===== src/rtl/core/cbsp_pkg.sv =====
package cbsp_pkg;

    localparam int DEF_MAX_POINTS  = 64;
    localparam int DEF_COORD_WIDTH = 16;

    localparam int STEPS_W = 6;
    localparam logic [STEPS_W-1:0] STEPS_RESET = 6'd15;

    localparam int T_FRAC = 16;
    localparam int T_W    = T_FRAC + 1;
    localparam int BIT_W  = $clog2(T_W);

    localparam int TAG_W = 4;

    typedef struct packed {
        logic start;
        logic advance;
    } t_tgen_ctl;

endpackage


===== src/rtl/core/cbsp_lerp.sv =====
module cbsp_lerp #(
    parameter int COORD_WIDTH = cbsp_pkg::DEF_COORD_WIDTH
) (
    input  logic                            i_clk,
    input  logic                            i_rst_n,
    input  logic                            i_valid,
    input  logic [cbsp_pkg::TAG_W-1:0]      i_tag,
    input  logic signed [COORD_WIDTH-1:0]   i_a,
    input  logic signed [COORD_WIDTH-1:0]   i_b,
    input  logic [cbsp_pkg::T_W-1:0]        i_t,
    output logic                            o_valid,
    output logic [cbsp_pkg::TAG_W-1:0]      o_tag,
    output logic signed [COORD_WIDTH-1:0]   o_res
);
    import cbsp_pkg::*;

    localparam int PROD_W = COORD_WIDTH + T_W + 2;

    logic signed [COORD_WIDTH:0]   diff;
    logic signed [T_W:0]           t_s;
    logic signed [PROD_W-1:0]      prod;
    logic signed [PROD_W-1:0]      r_prod;
    logic signed [COORD_WIDTH-1:0] r_a;
    logic [TAG_W-1:0]              r_tag;
    logic                          r_valid;
    logic signed [PROD_W-1:0]      shifted;
    logic signed [PROD_W-1:0]      a_ext;
    logic signed [PROD_W-1:0]      res_full;

    assign diff = {i_a[COORD_WIDTH-1], i_a} - {i_b[COORD_WIDTH-1], i_b};
    assign t_s  = {1'b0, i_t};
    assign prod = diff * t_s;

    always_ff @(posedge i_clk) begin
        if (!i_rst_n) begin
            r_valid <= 1'b0;
        end else begin
            r_valid <= i_valid;
        end
        r_prod <= prod;
        r_a    <= i_a;
        r_tag  <= i_tag;
    end

    // The arithmetic shift gives the floor of the scaled product.
    assign shifted  = r_prod >>> T_FRAC;
    assign a_ext    = {{(PROD_W - COORD_WIDTH){r_a[COORD_WIDTH-1]}}, r_a};
    assign res_full = a_ext - shifted;

    assign o_valid = r_valid;
    assign o_tag   = r_tag;
    assign o_res   = res_full[COORD_WIDTH-1:0];

endmodule


===== src/rtl/core/cbsp_tgen.sv =====
module cbsp_tgen (
    input  logic                          i_clk,
    input  logic                          i_rst_n,
    input  cbsp_pkg::t_tgen_ctl           i_ctl,
    input  logic [cbsp_pkg::STEPS_W-1:0]  i_count,
    output logic                          o_div_busy,
    output logic [cbsp_pkg::T_W-1:0]      o_t
);
    import cbsp_pkg::*;

    logic [STEPS_W-1:0] r_count;
    logic [BIT_W-1:0]   r_bit;
    logic [STEPS_W-1:0] r_rem;
    logic [T_W-1:0]     r_q;
    logic [STEPS_W-1:0] r_acc;
    logic [T_W-1:0]     r_t;
    logic               r_div_busy;

    logic               dbit;
    logic [STEPS_W:0]   trial;
    logic               trial_ge;
    logic [STEPS_W:0]   trial_sub;
    logic [STEPS_W:0]   sum;
    logic               sum_ge;
    logic [STEPS_W:0]   sum_sub;

    // Restoring division of one full turn of t by the step count, one bit per cycle.
    assign dbit      = (r_bit == BIT_W'(T_FRAC));
    assign trial     = {r_rem, dbit};
    assign trial_ge  = (trial >= {1'b0, r_count});
    assign trial_sub = trial - {1'b0, r_count};

    // Per step, t grows by the quotient plus a carry from the remainder accumulator.
    assign sum     = {1'b0, r_acc} + {1'b0, r_rem};
    assign sum_ge  = (sum >= {1'b0, r_count});
    assign sum_sub = sum - {1'b0, r_count};

    always_ff @(posedge i_clk) begin
        if (!i_rst_n) begin
            r_div_busy <= 1'b0;
        end else if (i_ctl.start) begin
            r_count    <= i_count;
            r_bit      <= BIT_W'(T_FRAC);
            r_rem      <= '0;
            r_q        <= '0;
            r_acc      <= '0;
            r_t        <= '0;
            r_div_busy <= 1'b1;
        end else if (r_div_busy) begin
            r_q   <= {r_q[T_W-2:0], trial_ge};
            r_rem <= trial_ge ? trial_sub[STEPS_W-1:0] : trial[STEPS_W-1:0];
            if (r_bit == '0) begin
                r_div_busy <= 1'b0;
            end else begin
                r_bit <= r_bit - 1'b1;
            end
        end else if (i_ctl.advance) begin
            r_t   <= r_t + r_q + T_W'(sum_ge);
            r_acc <= sum_ge ? sum_sub[STEPS_W-1:0] : sum[STEPS_W-1:0];
        end
    end

    assign o_div_busy = r_div_busy;
    assign o_t        = r_t;

endmodule


===== src/rtl/core/cubic_bezier_segment_points.sv =====
// An accepted transaction first finds the parameter step with a bit-serial division, then
// emits its count + 1 points one after another. A new segment is accepted only when the
// previous one has emitted its last point; all twelve interpolations of each point run
// in turn on the one shared interpolation unit.
// Reset is synchronous and active low; the step count returns to 15 and the block is idle.
module cubic_bezier_segment_points #(
    parameter int MAX_POINTS  = cbsp_pkg::DEF_MAX_POINTS,
    parameter int COORD_WIDTH = cbsp_pkg::DEF_COORD_WIDTH
) (
    input  logic                           i_clk,
    input  logic                           i_rst_n,
    input  logic                           start,
    output logic                           busy,
    input  logic                           i_cfg_we,
    input  logic [cbsp_pkg::STEPS_W-1:0]   i_cfg_data,
    input  logic signed [COORD_WIDTH-1:0]  i_p0_x,
    input  logic signed [COORD_WIDTH-1:0]  i_p0_y,
    input  logic signed [COORD_WIDTH-1:0]  i_p1_x,
    input  logic signed [COORD_WIDTH-1:0]  i_p1_y,
    input  logic signed [COORD_WIDTH-1:0]  i_p2_x,
    input  logic signed [COORD_WIDTH-1:0]  i_p2_y,
    input  logic signed [COORD_WIDTH-1:0]  i_p3_x,
    input  logic signed [COORD_WIDTH-1:0]  i_p3_y,
    output logic                           o_strobe,
    output logic signed [COORD_WIDTH-1:0]  o_x,
    output logic signed [COORD_WIDTH-1:0]  o_y,
    output logic                           o_last
);
    import cbsp_pkg::*;

    typedef enum logic [1:0] {
        S_IDLE,
        S_DIV,
        S_EVAL
    } t_state;

    localparam logic [STEPS_W-1:0] MAX_CNT = STEPS_W'(MAX_POINTS - 1);

    localparam logic [TAG_W-1:0] K_AX0  = 4'd0;
    localparam logic [TAG_W-1:0] K_AX1  = 4'd1;
    localparam logic [TAG_W-1:0] K_AX2  = 4'd2;
    localparam logic [TAG_W-1:0] K_AY0  = 4'd3;
    localparam logic [TAG_W-1:0] K_AY1  = 4'd4;
    localparam logic [TAG_W-1:0] K_AY2  = 4'd5;
    localparam logic [TAG_W-1:0] K_BX0  = 4'd6;
    localparam logic [TAG_W-1:0] K_BX1  = 4'd7;
    localparam logic [TAG_W-1:0] K_BY0  = 4'd8;
    localparam logic [TAG_W-1:0] K_BY1  = 4'd9;
    localparam logic [TAG_W-1:0] K_X    = 4'd10;
    localparam logic [TAG_W-1:0] K_Y    = 4'd11;
    localparam logic [TAG_W-1:0] K_EMIT = 4'd12;

    t_state                  r_state;
    logic [STEPS_W-1:0]      r_steps;
    logic [STEPS_W-1:0]      r_count;
    logic [STEPS_W-1:0]      r_j;
    logic [TAG_W-1:0]        r_k;
    logic signed [COORD_WIDTH-1:0] r_cx [0:3];
    logic signed [COORD_WIDTH-1:0] r_cy [0:3];
    logic signed [COORD_WIDTH-1:0] r_ax [0:2];
    logic signed [COORD_WIDTH-1:0] r_ay [0:2];
    logic signed [COORD_WIDTH-1:0] r_bx [0:1];
    logic signed [COORD_WIDTH-1:0] r_by [0:1];

    logic [STEPS_W-1:0]      n_count;
    logic                    accept;
    t_tgen_ctl               tgen_ctl;
    logic                    div_busy;
    logic [T_W-1:0]          t_cur;
    logic                    issue;
    logic signed [COORD_WIDTH-1:0] op_a;
    logic signed [COORD_WIDTH-1:0] op_b;
    logic                    l_valid;
    logic [TAG_W-1:0]        l_tag;
    logic signed [COORD_WIDTH-1:0] l_res;

    assign busy   = (r_state != S_IDLE);
    assign accept = start && !busy;
    assign issue  = (r_state == S_EVAL) && (r_k != K_EMIT);

    always_comb begin
        if (r_steps == '0) begin
            n_count = STEPS_W'(1);
        end else if (r_steps > MAX_CNT) begin
            n_count = MAX_CNT;
        end else begin
            n_count = r_steps;
        end
    end

    assign tgen_ctl.start   = accept;
    assign tgen_ctl.advance = (r_state == S_EVAL) && (r_k == K_EMIT);

    cbsp_tgen u_tgen (
        .i_clk      (i_clk),
        .i_rst_n    (i_rst_n),
        .i_ctl      (tgen_ctl),
        .i_count    (n_count),
        .o_div_busy (div_busy),
        .o_t        (t_cur)
    );

    always_comb begin
        case (r_k)
            K_AX0:   begin op_a = r_cx[0]; op_b = r_cx[1]; end
            K_AX1:   begin op_a = r_cx[1]; op_b = r_cx[2]; end
            K_AX2:   begin op_a = r_cx[2]; op_b = r_cx[3]; end
            K_AY0:   begin op_a = r_cy[0]; op_b = r_cy[1]; end
            K_AY1:   begin op_a = r_cy[1]; op_b = r_cy[2]; end
            K_AY2:   begin op_a = r_cy[2]; op_b = r_cy[3]; end
            K_BX0:   begin op_a = r_ax[0]; op_b = r_ax[1]; end
            K_BX1:   begin op_a = r_ax[1]; op_b = r_ax[2]; end
            K_BY0:   begin op_a = r_ay[0]; op_b = r_ay[1]; end
            K_BY1:   begin op_a = r_ay[1]; op_b = r_ay[2]; end
            K_X:     begin op_a = r_bx[0]; op_b = r_bx[1]; end
            K_Y:     begin op_a = r_by[0]; op_b = r_by[1]; end
            default: begin op_a = r_by[0]; op_b = r_by[1]; end
        endcase
    end

    cbsp_lerp #(
        .COORD_WIDTH (COORD_WIDTH)
    ) u_lerp (
        .i_clk   (i_clk),
        .i_rst_n (i_rst_n),
        .i_valid (issue),
        .i_tag   (r_k),
        .i_a     (op_a),
        .i_b     (op_b),
        .i_t     (t_cur),
        .o_valid (l_valid),
        .o_tag   (l_tag),
        .o_res   (l_res)
    );

    always_ff @(posedge i_clk) begin
        if (!i_rst_n) begin
            r_state  <= S_IDLE;
            r_steps  <= STEPS_RESET;
            o_strobe <= 1'b0;
        end else begin
            if (i_cfg_we) begin
                r_steps <= i_cfg_data;
            end
            o_strobe <= 1'b0;
            case (r_state)
                S_IDLE: begin
                    if (accept) begin
                        r_cx[0] <= i_p0_x;
                        r_cx[1] <= i_p1_x;
                        r_cx[2] <= i_p2_x;
                        r_cx[3] <= i_p3_x;
                        r_cy[0] <= i_p0_y;
                        r_cy[1] <= i_p1_y;
                        r_cy[2] <= i_p2_y;
                        r_cy[3] <= i_p3_y;
                        r_count <= n_count;
                        r_j     <= '0;
                        r_k     <= '0;
                        r_state <= S_DIV;
                    end
                end
                S_DIV: begin
                    if (!div_busy) begin
                        r_state <= S_EVAL;
                    end
                end
                S_EVAL: begin
                    if (r_k == K_EMIT) begin
                        o_strobe <= 1'b1;
                        o_last   <= (r_j == r_count);
                        r_k      <= '0;
                        r_j      <= r_j + 1'b1;
                        if (r_j == r_count) begin
                            r_state <= S_IDLE;
                        end
                    end else begin
                        r_k <= r_k + 1'b1;
                    end
                end
                default: begin
                    r_state <= S_IDLE;
                end
            endcase
            if (l_valid) begin
                case (l_tag)
                    K_AX0:   r_ax[0] <= l_res;
                    K_AX1:   r_ax[1] <= l_res;
                    K_AX2:   r_ax[2] <= l_res;
                    K_AY0:   r_ay[0] <= l_res;
                    K_AY1:   r_ay[1] <= l_res;
                    K_AY2:   r_ay[2] <= l_res;
                    K_BX0:   r_bx[0] <= l_res;
                    K_BX1:   r_bx[1] <= l_res;
                    K_BY0:   r_by[0] <= l_res;
                    K_BY1:   r_by[1] <= l_res;
                    K_X:     o_x     <= l_res;
                    K_Y:     o_y     <= l_res;
                    default: o_y     <= l_res;
                endcase
            end
        end
    end

`ifndef NO_ASSERTIONS
    a_last_ends_segment: assert property (@(posedge i_clk) disable iff (!i_rst_n)
        o_strobe && o_last |-> !busy)
        else $error("last point shown while the segment is still in progress");

    a_accept_goes_busy: assert property (@(posedge i_clk) disable iff (!i_rst_n)
        start && !busy |=> busy && !o_strobe)
        else $error("accepted transaction did not make the block busy");

    a_strobe_spacing: assert property (@(posedge i_clk) disable iff (!i_rst_n)
        o_strobe |=> !o_strobe)
        else $error("two points on consecutive cycles");
`endif

endmodule


===== config.mk =====
export PLATFORM = sky130hd
export DESIGN_NAME = cubic_bezier_segment_points
export DESIGN_NICKNAME = d
export VERILOG_FILES = /design/src/rtl/core/cbsp_pkg.sv /design/src/rtl/core/cbsp_lerp.sv /design/src/rtl/core/cbsp_tgen.sv /design/src/rtl/core/cubic_bezier_segment_points.sv
export SDC_FILE = /design/constraint.sdc
export NUM_CORES = 1
export LEC_CHECK = 0
export BUFFER_PORTS_ARGS = -buffer_cell sky130_fd_sc_hd__buf_4
export CAP_MARGIN = 40
export CORE_AREA = 2 2 267 269
export DETAILED_ROUTE_END_ITERATION = 16
export DIE_AREA = 0 0 269 271
export MAX_ROUTING_LAYER = met4
export PLACE_DENSITY = 0.6
export SLEW_MARGIN = 10
export SYNTH_ARGS = -nofsm -noshare
export SYNTH_HDL_FRONTEND = slang
export SYNTH_SLANG_ARGS = --single-unit

===== constraint.sdc =====
create_clock -name i_clk -period 11.7 [get_ports i_clk]
set_input_delay 2.34 -clock i_clk [delete_from_list [all_inputs] [get_ports i_clk]]
set_output_delay 2.34 -clock i_clk [all_outputs]
set_load 0.02 [all_outputs]

==> results of run 1 <==
stage by stage:
stage | setup slack, ns | utilization, %
2_1_floorplan | 2.51 | -
3_3_place_gp | 1.82 | 43.5
3_5_place_dp | 1.63 | 43.7
4_1_cts | 1.57 | 45.9
5_1_grt | 0.868 | 46.0
6_report | 1.50 | 46.0
cells in the mapped netlist, types with 2 or more instances:
cell       instances  area [um^2]
mux2i_1           25          250
clkbuf_1          92          345
a311oi_1           2         17.5
o21bai_1           8         60.1
a21oi_1           45          225
and2_1           138          863
a22oi_1           71          533
a41oi_1            2         17.5
nor2b_1           42          263
a31oi_1           15         93.8
o22ai_1           12         75.1
nand2b_1          11         68.8
a211oi_1           8         60.1
o2111ai_1          3         26.3
o21ai_0           38          190
nand3b_1           2         15.0
a222oi_1          22          220
nand2_1          208          781
o22a_1             2         17.5
nor4_1             4         25.0
nand4_1           10         62.6
or3_1              4         25.0
nand3_1           35          175
and3_1            22          138
buf_1              6         22.5
o21a_1            13         97.6
dfxtp_1           47          941
fa_1             230         4600
a21o_1            19          143
inv_1            327         1230
nor3b_1            6         45.0
nor3_1            22          110
edfxtp_1         394        11800
ha_1             176         2200
a221o_1            6         60.1
a22o_1            30          263
xnor2_1           59          517
nor2_1            91          342
a21boi_0           5         37.5
xor2_1            23          201
a221oi_1          33          289
or2_2             12         75.1
area by class of cell:
cell class	instances	area (um^2)
clock inverter	30	388
inverter	327	1230
timing repair buffer	236	1840
multi-input combinational	1478	13500
clock buffer	49	1130
sequential	441	12800
tap	940	1180
fill	6333	37700
worst max-delay path: cells and delay by family, from the launching register on:
family / cells / cell delay (ns)
buffers and inverters: 6 / 0.46
AOI/OAI and AO/OA: 13 / 2.99
and+or+nand+nor: 7 / 2.10
xor gates and xnor gates: 2 / 0.22
adders and majority gates: 8 / 3.64
DFF: 1 / 0.67
cell usage in the layout, fill, tap and decap left out, types with 38 or more instances in the layout:
cell type / count
edfxtp_1: 394
inv_1: 327
fa_1: 230
buf_4: 229
nand2_1: 208
ha_1: 176
and2_1: 138
nor2_1: 91
a22oi_1: 71
xnor2_1: 57
dfxtp_1: 47
a21oi_1: 45
clkbuf_16: 44
nor2b_1: 42
o21ai_0: 38
path summary, 6_finish.rpt:
kind | startpoint | to | slack [ns] | cells after the start
worst max register to register | r_k[2]$_SDFFCE_PN0P_ | u_lerp.r_prod[28]$_DFF_P_ | 1.50 | 36
worst min-delay path | r_k[1]$_SDFFCE_PN0P_ | u_lerp.o_tag[1]$_DFF_P_ | 0.46 | 0
worst max-delay path | r_k[2]$_SDFFCE_PN0P_ | u_lerp.r_prod[28]$_DFF_P_ | 1.50 | 36
worst min register to register | r_k[1]$_SDFFCE_PN0P_ | u_lerp.o_tag[1]$_DFF_P_ | 0.46 | 0
routing by layer:
metal  GRT usage (%)  vias up  routed length (um)
met3            3.22      146                4680
met5               -        -                   0
met1            26.1     9260               29700
met2            34.1      737               35600
li1                -     8439                   -
met4            6.96        0                2490
cell families (layout without fill, tap and decap cells):
kind of cell    count (synthesis)  in the layout
simple gates                  612            612
compound gates                352            352
xor+xnor                       82             82
buf+inv                       425            642
flops                         441            441
mux                            26             26
fa+ha+maj                     406            406
flip-flops by register name, summed over array words and instances (netlist names), 16 cells and up:
| register | count |
|---|---|
| r_ax | 48 |
| r_bx | 32 |
| o_y | 16 |
| u_tgen.r_q | 17 |
| u_lerp.r_a | 16 |
| u_lerp.r_prod | 16 |
| r_ay | 48 |
| o_x | 16 |
| r_by | 32 |
| u_tgen.o_t | 17 |
| r_cy | 64 |
| r_cx | 64 |
==> summary.md, run 1 <==
| Metric | Value |
|---|---|
| Worst skew pair latency | `between 0.5 and 0.6 ns` |
| Port buffer count | `172` |
| Initial antenna violation count | `0` |
| Number of diodes | `0` |
| Worst-margin pin slew | `slightly above 0.9 ns` |
| Tmin final | `10.20 ns` |
| Drt drc | `0` |
| Via density | `between 5 and 6` |
| Cts hold-fix bufs | `0` |
| Final Instance Area | `32100 um^2` |
| DP HPWL | `between 50000 and 60000 um` |
| Area Growth Syn to Fin | `15.4%` |
| Layout cells sized above 1 | `a little over an eighth` |
| Die width | `roughly 270 um` |
| Synth Warn # | `0` |
| Clock Path Buffers | `3` |
| Syn Nets | `2888` |
| Status | `finished clean` |
| Setup violators final | `0` |
| Post-Place Cells | `between 3000 and 4000` |
| Crit Path Category | `reg -> reg` |
| All-Layer GR Usage | `around a fifth` |
| Initial core utilization | `39.8%` |
| GRT overflow | `0` |
| Post-synth ARST share | `0%` |
| Number of synthesized flops with an enable pin | `just under 400` |
| Clk_skew | `around 0.025 ns` |
| Synth Area in Compound Gates | `a little under a tenth` |
| Clk sinks | `441` |
| Row Count | `97` |
| Adder-Cell Fraction of Synth Area | `between 20% and 30%` |
| Seq/Total Area, Yosys | `around 46%` |
| Wire per inst | `approximately 21 um` |
| Synth Area in Simple Gates | `10.9%` |
| CTS tree | `done` |
| WP data arrival | `between 10 and 15 ns` |
| RSZ-0062 raised after global routing | `no` |
| Detail Route Antenna Nets | `0` |
| Core Area | `around 70000 um^2` |
| Mapped Area | `27800 um^2` |
| WP data required | `approximately 12 ns` |
| Startpoint Class | `register` |
| Critical Path Sink Type | `register` |
| Initial DRC count | `approximately 1700` |
| Final period utilization | `87.2%` |
| Slew Viols, Final | `0` |
| Largest net degree at the start of global routing | `73` |
| Max cap viols | `0` |
| Die area | `72900 um^2` |
| Vias in the first global route | `a little under 20000` |
| Worst hold path class | `reg -> reg` |
| Post-cts repair resize count | `0` |
| Slew Limit Headroom | `38.8%` |
| Die Y | `approximately 270 um` |
| Fmax | `between 0.09 and 0.1 GHz` |
| Nets | `between 3000 and 4000` |
| Fin Setup TNS | `0 ns` |
| Clock Pin Slew Worst Setup and Hold Paths | `roughly 0.06 ns` |
| I/O pins | `~170` |
| Setup bufs post-CTS | `0` |
| Post-synthesis mux area share | `0.941%` |
| Non-Filler Instances | `between 3000 and 4000` |
| Xor/xnor share of the synthesized area | `~2.6%` |
| Hold Worst Slack | `between 0.4 and 0.5 ns` |
| Via count | `18600` |
| CTS buffer count | `between 40 and 50` |
| CTS root buf | `clkbuf_16` |
| Final Hold Fails | `0` |
| Crit-path max cell delay | `between 0.7 and 0.8 ns` |
| Dpl cell area | `30500 um^2` |
| First-pass GRT wire length | `around 110000 um` |
| WL final | `72400 um` |
| Post-synth cell types | `between 60 and 70` |
| Total iterations of the first detailed-routing run | `9` |
| Largest family of logic cells by synthesized area | `adder cells` |
| RD Place Congestion | `0.879` |
| Crit path max fanout | `19` |
| Most Frequent Cell on Critical Path | `fa_1` |
| Synth Instances | `between 2000 and 2500` |
| Synthesized flop and latch total | `441` |
| Avg Inst Size Synth | `around 12 um^2` |
| H-Tree Depth | `2` |
| Critical-path top delay cell | `and2_1` |
| Top_reg_cell synth | `edfxtp_1` |
Power of run 1 is left out: the tool's default activity adds up to more than one toggle a clock period on the data nets, which glitch-free logic cannot reach.
==> run 2, diff against run 1 <==
--- a/config.mk
+++ b/config.mk
@@ -11,7 +11,7 @@
 export DETAILED_ROUTE_END_ITERATION = 16
 export DIE_AREA = 0 0 269 271
 export MAX_ROUTING_LAYER = met4
-export PLACE_DENSITY = 0.6
+export PLACE_DENSITY = 0.62
 export SLEW_MARGIN = 10
 export SYNTH_ARGS = -nofsm -noshare
 export SYNTH_HDL_FRONTEND = slang
==> constraint.sdc (replaced) <==
create_clock -name i_clk -period 8.5 [get_ports i_clk]
set_input_delay 1.7 -clock i_clk [delete_from_list [all_inputs] [get_ports i_clk]]
set_output_delay 1.7 -clock i_clk [all_outputs]
set_load 0.02 [all_outputs]
==> run 2 against run 1 <==
  * The run now ends with negative setup slack left
  * Flip-flop and latch count unchanged
  * Fmax up 15%
  * Via count up 5.0%
  * Core utilization up 3.1 points
  * Cell area up 6.8%
  * Count of clock-buffer cells in the layout up 3
  * Largest cell class unchanged
  * Die area unchanged
  * Highest routed layer unchanged
==> summary.md, run 2 (synthesized netlist as in run 1, its figures left out) <==
| Metric | Value |
|---|---|
| Place WS | `-0.602 ns (was 1.63 ns)` |
| Via count | `19500 (was 18600)` |
| Crit-path max cell delay | `0.55 ns (was 0.75 ns)` |
| Buf+Inv Stages, Crit Path | `8 (was 6)` |
| WP data arrival | `9.32 ns (was 10.64 ns)` |
| Clock Path Buffers | `3 (unchanged)` |
| Crit Path Category | `reg -> reg (unchanged)` |
| CTS root buf | `clkbuf_16 (unchanged)` |
| Final Instance Area | `34300 um^2 (was 32100 um^2)` |
| Worst hold path class | `reg -> reg (unchanged)` |
| Post-Place Cells | `3598 (was 3421)` |
| CP top delay family | `adder cells (unchanged)` |
| Area Growth Syn to Fin | `23.3% (was 15.4%)` |
| WP data required | `8.95 ns (was 12.14 ns)` |
| Non-Filler Instances | `3695 (was 3501)` |
| CTS buffer count | `43 (unchanged)` |
| I/O pins | `173 (unchanged)` |
| Detail Route Antenna Nets | `0 (unchanged)` |
| Critical-path top delay cell | `fa_1 (was and2_1)` |
| Die Y | `271 um (unchanged)` |
| WL final | `75600 um (was 72400 um)` |
| Crit. Startpoint | `r_k[1]$_SDFFCE_PN0P_ (was r_k[2]$_SDFFCE_PN0P_)` |
| Initial antenna violation count | `0 (unchanged)` |
| Clk_skew | `0.0245 ns (was 0.0251 ns)` |
| CTS tree | `done (unchanged)` |
| Worst reg2reg path depth | `37 (was 36)` |
| Clock Pin Slew Worst Setup and Hold Paths | `0.07 ns (was 0.06 ns)` |
| Slew Viols, Final | `0 (unchanged)` |
| Most Frequent Cell on Critical Path | `fa_1 (unchanged)` |
| All-Layer GR Usage | `21.5% (was 20.7%)` |
| Layout cells sized above 1 | `23.2% (was 13.2%)` |
| Vias in the first global route | `21000 (was 19800)` |
| Most frequent cells in the layout | `buf_4 (405), edfxtp_1 (394), inv_1 (318) (was edfxtp_1 (394), inv_1 (327), fa_1 (230))` |
| Worst-margin pin slew | `0.858 ns (was 0.918 ns)` |
| RD Place Congestion | `0.936 (was 0.879)` |
| Most common cell after layout, fill and taps aside | `buf_4 (was edfxtp_1)` |
| Startpoint Class | `register (unchanged)` |
| Slew Limit Headroom | `42.8% (was 38.8%)` |
| Dpl cell area | `32000 um^2 (was 30500 um^2)` |
| Met2 Routed Length | `37300 um (was 35600 um)` |
| Reg-to-Reg End | `u_lerp.r_prod[28]$_DFF_P_ (unchanged)` |
| Violated checks | `negative setup slack` |
| Largest net degree at the start of global routing | `74 (was 73)` |
| Setup violators final | `14 (was 0)` |
| CP endpoint | `u_lerp.r_prod[28]$_DFF_P_ (unchanged)` |
| Final Hold Fails | `0 (unchanged)` |
| Via density | `5.28 (was 5.31)` |
| Setup slack, reg-to-reg | `-0.37 ns (was 1.50 ns)` |
| H-Tree Depth | `2 (unchanged)` |
| Row Count | `97 (unchanged)` |
| Status | `complete, but fails checks (was finished clean)` |
| Critical Path Sink Type | `register (unchanged)` |
| Top Registers | `r_cx (64), r_cy (64) (unchanged)` |
| Max cap viols | `0 (unchanged)` |
| Clk sinks | `441 (unchanged)` |
| Top sig layer | `met4 (unchanged)` |
| Nets | `3267 (was 3071)` |
| FF-to-FF Start | `r_k[1]$_SDFFCE_PN0P_ (was r_k[2]$_SDFFCE_PN0P_)` |
| RSZ-0062 raised after global routing | `yes (was no)` |
| Post-Route M1 WL | `31300 um (was 29700 um)` |
| Cts hold-fix bufs | `0 (unchanged)` |
| Fmax | `0.113 GHz (was 0.0980 GHz)` |
| DP HPWL | `58100 um (was 53600 um)` |
| Die width | `269 um (unchanged)` |
| Crit path max fanout | `6 (was 19)` |
| Number of diodes | `0 (unchanged)` |
| Final period utilization | `104% (was 87.2%)` |
| Drt drc | `0 (unchanged)` |
| Met3 wire len | `4130 um (was 4680 um)` |
| Tmin final | `8.87 ns (was 10.20 ns)` |
| Port buffer count | `172 (unchanged)` |
| GRT overflow | `0 (unchanged)` |
| Total iterations of the first detailed-routing run | `7 (was 9)` |
| Die area | `72900 um^2 (unchanged)` |
| Core Area | `69800 um^2 (unchanged)` |
| Worst path depth | `37 (was 36)` |
| Worst skew pair latency | `0.57 ns (about the same)` |
| Final worst slack | `-0.371 ns (was 1.50 ns)` |
| Wire per inst | `20.5 um (was 20.7 um)` |
| First-pass GRT wire length | `118000 um (was 113000 um)` |
| Initial DRC count | `1658 (was 1691)` |
| Initial core utilization | `39.8% (unchanged)` |
==> run 2: worst register-to-register path: cells and delay by family (launching register included) <==
family	cells	cell delay [ns]
adders and majority gates	9	3.68
xor gates and xnor gates	2	0.30
buffers and inverters	8	0.79
AOI/OAI and AO/OA	13	2.99
and+or+nand+nor	5	0.52
DFF	1	0.48
==> run 2: per-stage QoR <==
| stage | util (%) | TNS [ns] | hold WS, ns |
|---|---|---|---|
| 2_1_floorplan | - | 0 | 0.346 |
| 4_1_cts | 48.4 | -2.48 | 0.503 |
| 3_5_place_dp | 45.9 | -6.38 | 0.472 |
| 3_3_place_gp | 45.7 | -5.86 | 0.432 |
| 6_report | 49.1 | -3.68 | 0.503 |
| 5_1_grt | 49.1 | -7.63 | 0.534 |
==> run 2: final cells by class <==
class,count,area [um^2]
sequential,441,12800
clock buffer,52,1110
tap,940,1180
multi-input combinational,1479,14200
fill,6147,35500
clock inverter,25,292
timing repair buffer,431,3460
inverter,327,1230
==> run 2: how the worst min path moves through the flow <==
stage / from / endpoint / slack (ns) / cells past startpoint
floorplan: r_k[2]$_SDFFCE_PN0P_ / u_lerp.o_tag[2]$_DFF_P_ / 0.35 / 0
global route: r_k[1]$_SDFFCE_PN0P_ / u_lerp.o_tag[1]$_DFF_P_ / 0.53 / 0
finish: r_by[0][15]$_DFFE_PP_ / u_lerp.r_a[15]$_DFF_P_ / 0.50 / 1
CTS: r_k[1]$_SDFFCE_PN0P_ / u_lerp.o_tag[1]$_DFF_P_ / 0.50 / 0
detailed placement: r_k[1]$_SDFFCE_PN0P_ / u_lerp.o_tag[1]$_DFF_P_ / 0.47 / 0
global placement: r_k[1]$_SDFFCE_PN0P_ / u_lerp.o_tag[1]$_DFF_P_ / 0.43 / 0
==> run 2: per-layer routing <==
layer | GRT usage [%] | vias to the layer above
li1 | - | 8839
met1 | 27.4 | 9773
met2 | 35.5 | 730
met3 | 2.32 | 169
met4 | 7.82 | 0
met5 | - | -
==> run 2: repair_timing <==
action / CTS / global route
buffers inserted: 10 / 9
gates cloned: 0 / 1
setup endpoints to repair: 15 / 16
pin swaps: 24 / 45
gates resized for setup: 69 / 75
Power of run 2 is left out for the same reason.
